`config.mk`:
```
export PLATFORM = sky130hd
export DESIGN_NAME = gdfs_ctrl
export DESIGN_NICKNAME = d
export VERILOG_FILES = /design/src/rtl/core/gdfs_pkg.sv /design/src/rtl/core/gdfs_ctrl.sv
export SDC_FILE = /design/constraint.sdc
export NUM_CORES = 1
export LEC_CHECK = 0
export ABC_AREA = 0
export BUFFER_PORTS_ARGS = -buffer_cell sky130_fd_sc_hd__buf_4
export CAP_MARGIN = 20
export CELL_PAD_IN_SITES_DETAIL_PLACEMENT = 1
export CELL_PAD_IN_SITES_GLOBAL_PLACEMENT = 1
export CORE_MARGIN = 2
export CORE_UTILIZATION = 31
export CTS_CLUSTER_DIAMETER = 120
export DETAILED_ROUTE_END_ITERATION = 8
export GPL_ROUTABILITY_DRIVEN = 0
export PLACE_DENSITY_LB_ADDON = 0.3
export SYNTH_ARGS = -nofsm -noshare
export SYNTH_HDL_FRONTEND = slang
export SYNTH_SLANG_ARGS = --single-unit
```
`constraint.sdc`:
```
create_clock -name clk -period 2.6 [get_ports clk]
set_input_delay 0.26 -clock clk [delete_from_list [all_inputs] [get_ports clk]]
set_output_delay 0.26 -clock clk [all_outputs]
set_load 0.1 [all_outputs]
```
`src/rtl/core/gdfs_pkg.sv`:
```
`timescale 1ns / 1ps
// gdfs_pkg: shared types and codes for the depth-first search postorder block
// no dependencies; imported by gdfs_ctrl, gdfs_dp, graph_dfs_postorder and tb
package gdfs_pkg;

    // node_count register width, fixed by the register map
    localparam int CNT_W = 7;

    // item kinds
    localparam logic KIND_ADD   = 1'b0;
    localparam logic KIND_START = 1'b1;

    // result status codes
    localparam logic [1:0] STATUS_ACCEPT = 2'd0;
    localparam logic [1:0] STATUS_REFUSE = 2'd1;
    localparam logic [1:0] STATUS_FINISH = 2'd2;

    // register index taken from paddr[2]
    localparam logic REG_NODE_COUNT = 1'b0;

    typedef enum logic [3:0] {
        ST_IDLE,
        ST_ADD_LINK,
        ST_EMIT_OK,
        ST_EMIT_BAD,
        ST_ROOT,
        ST_HEAD,
        ST_EDGE,
        ST_TGT,
        ST_POP
    } gdfs_state_t;

    typedef struct packed {
        logic       take_add;   // store new edge, read tail of source list
        logic       init;       // clear visit bits, time and root
        logic       link;       // hook new edge onto source list
        logic       emit;       // load output register
        logic [1:0] emit_code;
        logic       root_inc;
        logic       open_root;
        logic       load_head;
        logic       edge_read;
        logic       advance;
        logic       push;
        logic       finish;
        logic       pop_load;
    } gdfs_cmd_t;

    typedef struct packed {
        logic add_ok;
        logic out_free;
        logic root_end;
        logic root_seen;
        logic cursor_null;
        logic child_new;
        logic depth_one;
        logic last_node;
    } gdfs_sts_t;

endpackage

```
`src/rtl/core/gdfs_ctrl.sv`:
```
`timescale 1ns / 1ps
// gdfs_ctrl: sequencer for edge insertion and the stack-based search walk
// depends on gdfs_pkg; drives gdfs_dp through gdfs_cmd_t
module gdfs_ctrl
    import gdfs_pkg::*;
(
    input  logic        clk,
    input  logic        rst_n,
    input  logic        item_valid,
    output logic        item_stall,
    input  logic        kind,
    input  gdfs_sts_t   sts,
    output gdfs_cmd_t   cmd,
    output gdfs_state_t state
);

    gdfs_state_t state_reg;
    gdfs_state_t state_next;

    always_ff @(posedge clk or negedge rst_n)
    begin
        if (!rst_n)
        begin
            state_reg <= ST_IDLE;
        end
        else
        begin
            state_reg <= state_next;
        end
    end

    always_comb
    begin
        state_next = state_reg;
        case (state_reg)
            ST_IDLE:
            begin
                if (item_valid)
                begin
                    if (kind == KIND_START)
                        state_next = ST_ROOT;
                    else if (sts.add_ok)
                        state_next = ST_ADD_LINK;
                    else if (!sts.out_free)
                        state_next = ST_EMIT_BAD;
                end
            end
            ST_ADD_LINK:
                state_next = sts.out_free ? ST_IDLE : ST_EMIT_OK;
            ST_EMIT_OK,
            ST_EMIT_BAD:
            begin
                if (sts.out_free)
                    state_next = ST_IDLE;
            end
            ST_ROOT:
            begin
                if (sts.root_end)
                    state_next = ST_IDLE;
                else if (!sts.root_seen)
                    state_next = ST_HEAD;
            end
            ST_HEAD:
                state_next = ST_EDGE;
            ST_EDGE:
            begin
                if (!sts.cursor_null)
                    state_next = ST_TGT;
                else if (sts.out_free)
                begin
                    if (sts.last_node)
                        state_next = ST_IDLE;
                    else if (sts.depth_one)
                        state_next = ST_ROOT;
                    else
                        state_next = ST_POP;
                end
            end
            ST_TGT:
                state_next = sts.child_new ? ST_HEAD : ST_EDGE;
            ST_POP:
                state_next = ST_EDGE;
            default:
                state_next = ST_IDLE;
        endcase
    end

    always_comb
    begin
        cmd = '0;
        item_stall = 1'b1;
        case (state_reg)
            ST_IDLE:
            begin
                item_stall = 1'b0;
                if (item_valid)
                begin
                    if (kind == KIND_START)
                        cmd.init = 1'b1;
                    else if (sts.add_ok)
                        cmd.take_add = 1'b1;
                    else if (sts.out_free)
                    begin
                        cmd.emit      = 1'b1;
                        cmd.emit_code = STATUS_REFUSE;
                    end
                end
            end
            ST_ADD_LINK:
            begin
                cmd.link      = 1'b1;
                cmd.emit      = sts.out_free;
                cmd.emit_code = STATUS_ACCEPT;
            end
            ST_EMIT_OK:
            begin
                cmd.emit      = sts.out_free;
                cmd.emit_code = STATUS_ACCEPT;
            end
            ST_EMIT_BAD:
            begin
                cmd.emit      = sts.out_free;
                cmd.emit_code = STATUS_REFUSE;
            end
            ST_ROOT:
            begin
                if (!sts.root_end)
                begin
                    cmd.root_inc  = sts.root_seen;
                    cmd.open_root = !sts.root_seen;
                end
            end
            ST_HEAD:
                cmd.load_head = 1'b1;
            ST_EDGE:
            begin
                if (!sts.cursor_null)
                    cmd.edge_read = 1'b1;
                else if (sts.out_free)
                begin
                    cmd.finish    = 1'b1;
                    cmd.emit      = 1'b1;
                    cmd.emit_code = STATUS_FINISH;
                end
            end
            ST_TGT:
            begin
                cmd.push    = sts.child_new;
                cmd.advance = !sts.child_new;
            end
            ST_POP:
                cmd.pop_load = 1'b1;
            default:
                cmd = '0;
        endcase
    end

    assign state = state_reg;

endmodule

```
==> flow_summary.ini, run 1 <==
[outcome]
status = completed

[floorplan]
io_pins = 31
die_h_microns = 45.47
core_area_sq_um = 1559
die_x_microns = 45.47
dieArea_sq_um = 2067
initial_utilization_pct = 34.19
num_rows = 14

[detailed_routing]
wirelength_microns = 1667
drcViolationCount = 0
drt_iter0_drc = 0
drtAntennaViolNets = 0
wl_per_cell_microns = 15.88
vias = 622
drt_pass1_iterations = 1
via_per_inst = 5.924

[cells_and_area]
syn_to_final_growth_pct = 65.49
nets = 103
final_core_util_pct = 56.58
multi_input_area_sq_um = 489.2
regArea_sq_um = 107.6
diodes = 0
design_area_sq_um = 882.1
largest_register_ffs = 4
layout-drive-gt1-share_pct = 61.80
fillers = 182

[yosys]
synth_warnings = 0
yosys.area.top_type_share_pct = 18.78
synth_edf_count = 0
async_flop_share_pct = 100.0
syn_inst = 60
synth_mux_area_share_pct = 5.634
ys_seq_area_share_pct = 18.78
synthFlopType = dfrtp_1
synth_fa_ha_area_share_pct = 0
synth_top_family_by_area = simple AND/OR/NAND/NOR gates
synth_area_leaders = dfrtp_1, mux2_4, a2111oi_4
synth.distinct_cells = 36
synth_seq_cells = 4
synthesis.area_sq_um = 533.0
synth_nets = 72
synthSimpleGateAreaFrac_pct = 44.37
synth.most_common_cell = nor2_1
ys_top_cells_by_count = nor2_1, dfrtp_1, nand2_1, and3_1, nor2b_1
synth_compound_area_share_pct = 24.41
syn_avg_cell_area_sq_um = 8.884
synthXorXnorAreaFrac_pct = 0
yosysTopAreaCell = dfrtp_1

[pwr]
power_frac_seq_pct = 17.0
power.switching_w = 0.0007863
pwr_density_cell_nw_per_um2 = 1368
share_comb_of_total_power_pct = 76.4
swShare_pct = 65.15
p_int_w = 0.0004206
max-vdd-ir-drop_uv = 927.0
pwr-share-clk_pct = 6.6
leakagePower_nw = 0.3951

[job]
maxCapViolCount = 0

[critical_path]
cp.required_ps = 2340
critPathCaptureType = output port
crit_arrival_ps = 1830
critPathKind = flop to output port
start_kind = flop
worstPathMaxFanout = 18

[sta]
worst_slew_pin_slew_ps = 481.4
finalSetupViolCount = 0
fin_crit_ps = 2094
max-slew-margin-rel_pct = 67.64
grt_setup_unrepaired = no
hold_ws_ps = 183.7
post-route-period-util_pct = 80.56
finalMaxSlewViolations = 0
fin_ws_ps = 505.6
setup-tns-final_ps = 0
skew_ps = 7.922
fmax_ghz = 0.4775
hold_violations = 0

[worst_hold_path]
holdCritPathClass = primary input to flop

[cts]
cts_sinks = 4
post_cts_resized = 0
cts_made_buffers = 3
h-tree-depth = 1
clockBufferDepth = 2
path_clk_slew_ps = 40
root_buffer = clkbuf_4
insertion_delay_ps = 240
cts_tree = done

[placed_design]
place.port_buffers = 30
place_area_sq_um = 849.6
place_hpwl_microns = 1316
dp_slack_ps = 755.0

[global_routing]
grt_pass1_vias = 591
grt_pass1_wl_microns = 2704
grt_overflow = 0
grt_max_degree = 19
antenna_found_initial = 0
grt_usage_pct = 18.46
-- layer usage --
layer  vias to the layer above  global-route usage, %  wire length (microns)  share of wire (%)
met2                        24                  29.86                    830                 50
met3                         4                  3.571                     89                5.3
met4                         0                  8.824                     25                1.5
met1                       307                  23.21                    720                 43
met5                         -                      0                      0                  0
li1                        287                      -                      -                  -
-- power by group through the flow --
stage	sequential [W]	combinational, W	clock [W]
after floorplan	0.000272	0.000695	0
after global placement	0.000205	0.000913	0
after detailed placement	0.000207	0.000926	0
after CTS	0.000206	0.000928	0.0000839
after global routing	0.000219	0.000961	0.0000864
final	0.000205	0.000923	0.0000796
-- critical path, stage by stage (launching register included) --
cell     delay [ps]
dfrtp_2         530
nor4_2          510
and4b_1         260
buf_4           290
-- placed cells by master (no fill, tap or decap), types with 2 or more instances in the layout --
cell type	synthesis	routed
clkbuf_4	0	3
dfrtp_2	0	3
buf_4	2	30
nor4b_4	0	2
mux2_4	2	2
and3b_1	2	2
nand2_1	4	4
a211oi_4	1	2
o21ai_0	2	2
nor2_1	5	4
nor2b_1	3	2
nand2b_1	2	2
a21o_1	2	2
and3_1	3	2
-- what timing repair did --
| action | in CTS | in global routing |
|---|---|---|
| endpoints found under the hold margin | 4 | 0 |
| hold buffers | 1 | 0 |
| setup buffers | 0 | 0 |
| endpoints found under the setup margin | 0 | 0 |
-- logic make-up after synthesis --
group,Yosys count
and+or+nand+nor,34
buffers and inverters,7
muxes,2
AOI/OAI and AO/OA,13
DFF,4
-- per-stage QoR --
stage,power [W],std cells
after floorplan,0.0009667,60
after global placement,0.001118,101
after detailed placement,0.001133,101
after CTS,0.001219,105
after global routing,0.001266,105
final,0.001207,105
-- worst paths after layout --
check,cells after the start,slack (ps),endpoint,startpoint
worst max-delay path,3,510,cmd[13],state[0]
worst min-delay path,2,180,state[3],sts[1]
worst max register to register,5,740,state[0],state[0]
worst min register to register,1,820,state[0],state[0]
max in group asynchronous,2,2120,state[3],rst_n
min in group asynchronous,2,350,state[2],rst_n
-- area by class of cell --
cell class | count | share of cell area [%]
Sequential cell | 4 | 12.20
Inverter | 2 | 0.8511
Multi-Input combinational cell | 49 | 55.46
Timing Repair Buffer | 31 | 26.67
Clock buffer | 3 | 2.553
Tap cell | 16 | 2.270
No activity file was read; power rests on OpenSTA's default activity.
==> inputs of run 2 (changes only) <==
- CORE_UTILIZATION: 31 -> 29
- clock period: 2.6 -> 2 ns (I/O delays scaled with it)
==> flow_summary.ini, run 2 (synthesis results as in run 1) <==
[outcome]
status = completed

[cells_and_area]
layout_commonest_cell = buf_4
layout_common_cells = buf_4, nor2_1, nand2_1
post_layout_nonfiller_instances = 115
syn_to_final_growth_pct = 76.76
multi_input_area_sq_um = 521.8
nets = 104
fillers = 200
layout-drive-gt1-share_pct = 67.78
regArea_sq_um = 112.6
largest_register_ffs = 4
diodes = 0

[pwr]
p_int_w = 0.0005872
pwr_density_cell_nw_per_um2 = 1722
pwr-share-clk_pct = 6.2
power_w = 0.001622
max-vdd-ir-drop_uv = 869.9
leakagePower_nw = 0.4030
power.switching_w = 0.001035
share_comb_of_total_power_pct = 78.5
swShare_pct = 63.80
power_frac_seq_pct = 15.4

[sta]
post-route-period-util_pct = 96.84
grt_setup_unrepaired = no
fin_ws_ps = 63.21
worst_slew_pin_slew_ps = 369.2
fmax_ghz = 0.5163
skew_ps = 0.9945
finalSetupViolCount = 0
hold_violations = 0
hold_ws_ps = 126.2
finalMaxSlewViolations = 0
max-slew-margin-rel_pct = 75.38
fin_crit_ps = 1937

[placed_design]
place.port_buffers = 30
dp_cells = 111
dp_slack_ps = 192.3
place_hpwl_microns = 1313

[cts]
insertion_delay_ps = 240
cts_tree = done
cts_made_buffers = 3
root_buffer = clkbuf_4
cts_sinks = 4
path_clk_slew_ps = 30
clockBufferDepth = 2
h-tree-depth = 1

[critical_path]
crit_arrival_ps = 1740
worstPathMaxFanout = 12
cp.required_ps = 1800
critPathCaptureType = output port
start_kind = flop
critPathKind = flop to output port

[floorplan]
core_area_sq_um = 1727
initial_utilization_pct = 30.87
die_h_microns = 46.87
dieArea_sq_um = 2197
io_pins = 31
die_x_microns = 46.87
num_rows = 15

[detailed_routing]
drt_pass1_iterations = 2
wl_per_cell_microns = 14.37
vias = 591
drtAntennaViolNets = 0
via_per_inst = 5.139
drcViolationCount = 0
wirelength_microns = 1652
drt_iter0_drc = 2

[global_routing]
grt_pass1_vias = 572
grt_pass1_wl_microns = 2580
grt_usage_pct = 16.39
grt_max_degree = 16
antenna_found_initial = 0
grt_overflow = 0

[job]
maxCapViolCount = 0

[worst_hold_path]
holdCritPathClass = primary input to flop
==> run 2: timing repair <==
action | 4_1_cts | 5_1_grt
resized for setup | 1 | 1
hold endpoints to repair | 4 | 0
gates cloned | 0 | 0
setup buffers | 0 | 0
setup endpoints to repair | 1 | 1
pin swaps | 0 | 0
hold buffers | 1 | 0
==> run 2: stage by stage <==
step / area (sq um) / utilization, % / TNS (ps)
after floorplan: 698.2 / - / -2437
after global placement: 897.1 / 51.96 / 0
after detailed placement: 897.1 / 51.96 / 0
after CTS: 938.4 / 54.35 / 0
after global routing: 942.2 / 54.57 / 0
final: 942.2 / 54.57 / 0
==> run 2: layout make-up <==
type                            instances  share of cell area (%)
Timing Repair Buffer                   32                   26.16
Sequential cell                         4                   11.95
Multi-Input combinational cell         49                   55.38
Clock buffer                            3                   2.390
Tap cell                               25                   3.320
Inverter                                2                  0.7968
==> run 2: critical path, cell delays in order (launching register included) <==
cell	delay, ps
dfrtp_4	560
nor2_1	190
and4bb_4	310
nor2b_4	150
buf_4	280
==> run 2: final timing paths <==
check / startpoint / to / slack [ps] / depth (start not counted)
max in group asynchronous: rst_n / state[1] / 1570 / 2
worst max register to register: state[1] / state[2] / 290 / 5
worst min register to register: state[2] / state[2] / 810 / 1
worst min-delay path: sts[1] / state[3] / 130 / 2
worst max-delay path: state[1] / cmd[6] / 60 / 4
min in group asynchronous: rst_n / state[2] / 320 / 2
==> run 2: routing by layer <==
layer / GRT usage [%] / vias to the layer above / share of wire (%)
met5: 0 / - / 0
met4: 6.667 / 0 / 0.48
met3: 1.923 / 2 / 5.1
met2: 26.03 / 18 / 51
met1: 22.56 / 285 / 43
li1: - / 286 / -
==> run 2: power groups by stage <==
stage	Combinational (W)	Sequential, W	Clock (W)
6_report	0.00127	0.000249	0.000100
5_1_grt	0.00133	0.000264	0.000104
4_1_cts	0.00128	0.000250	0.000104
3_5_place_dp	0.00126	0.000244	0
3_3_place_gp	0.00124	0.000243	0
2_1_floorplan	0.000943	0.000369	0
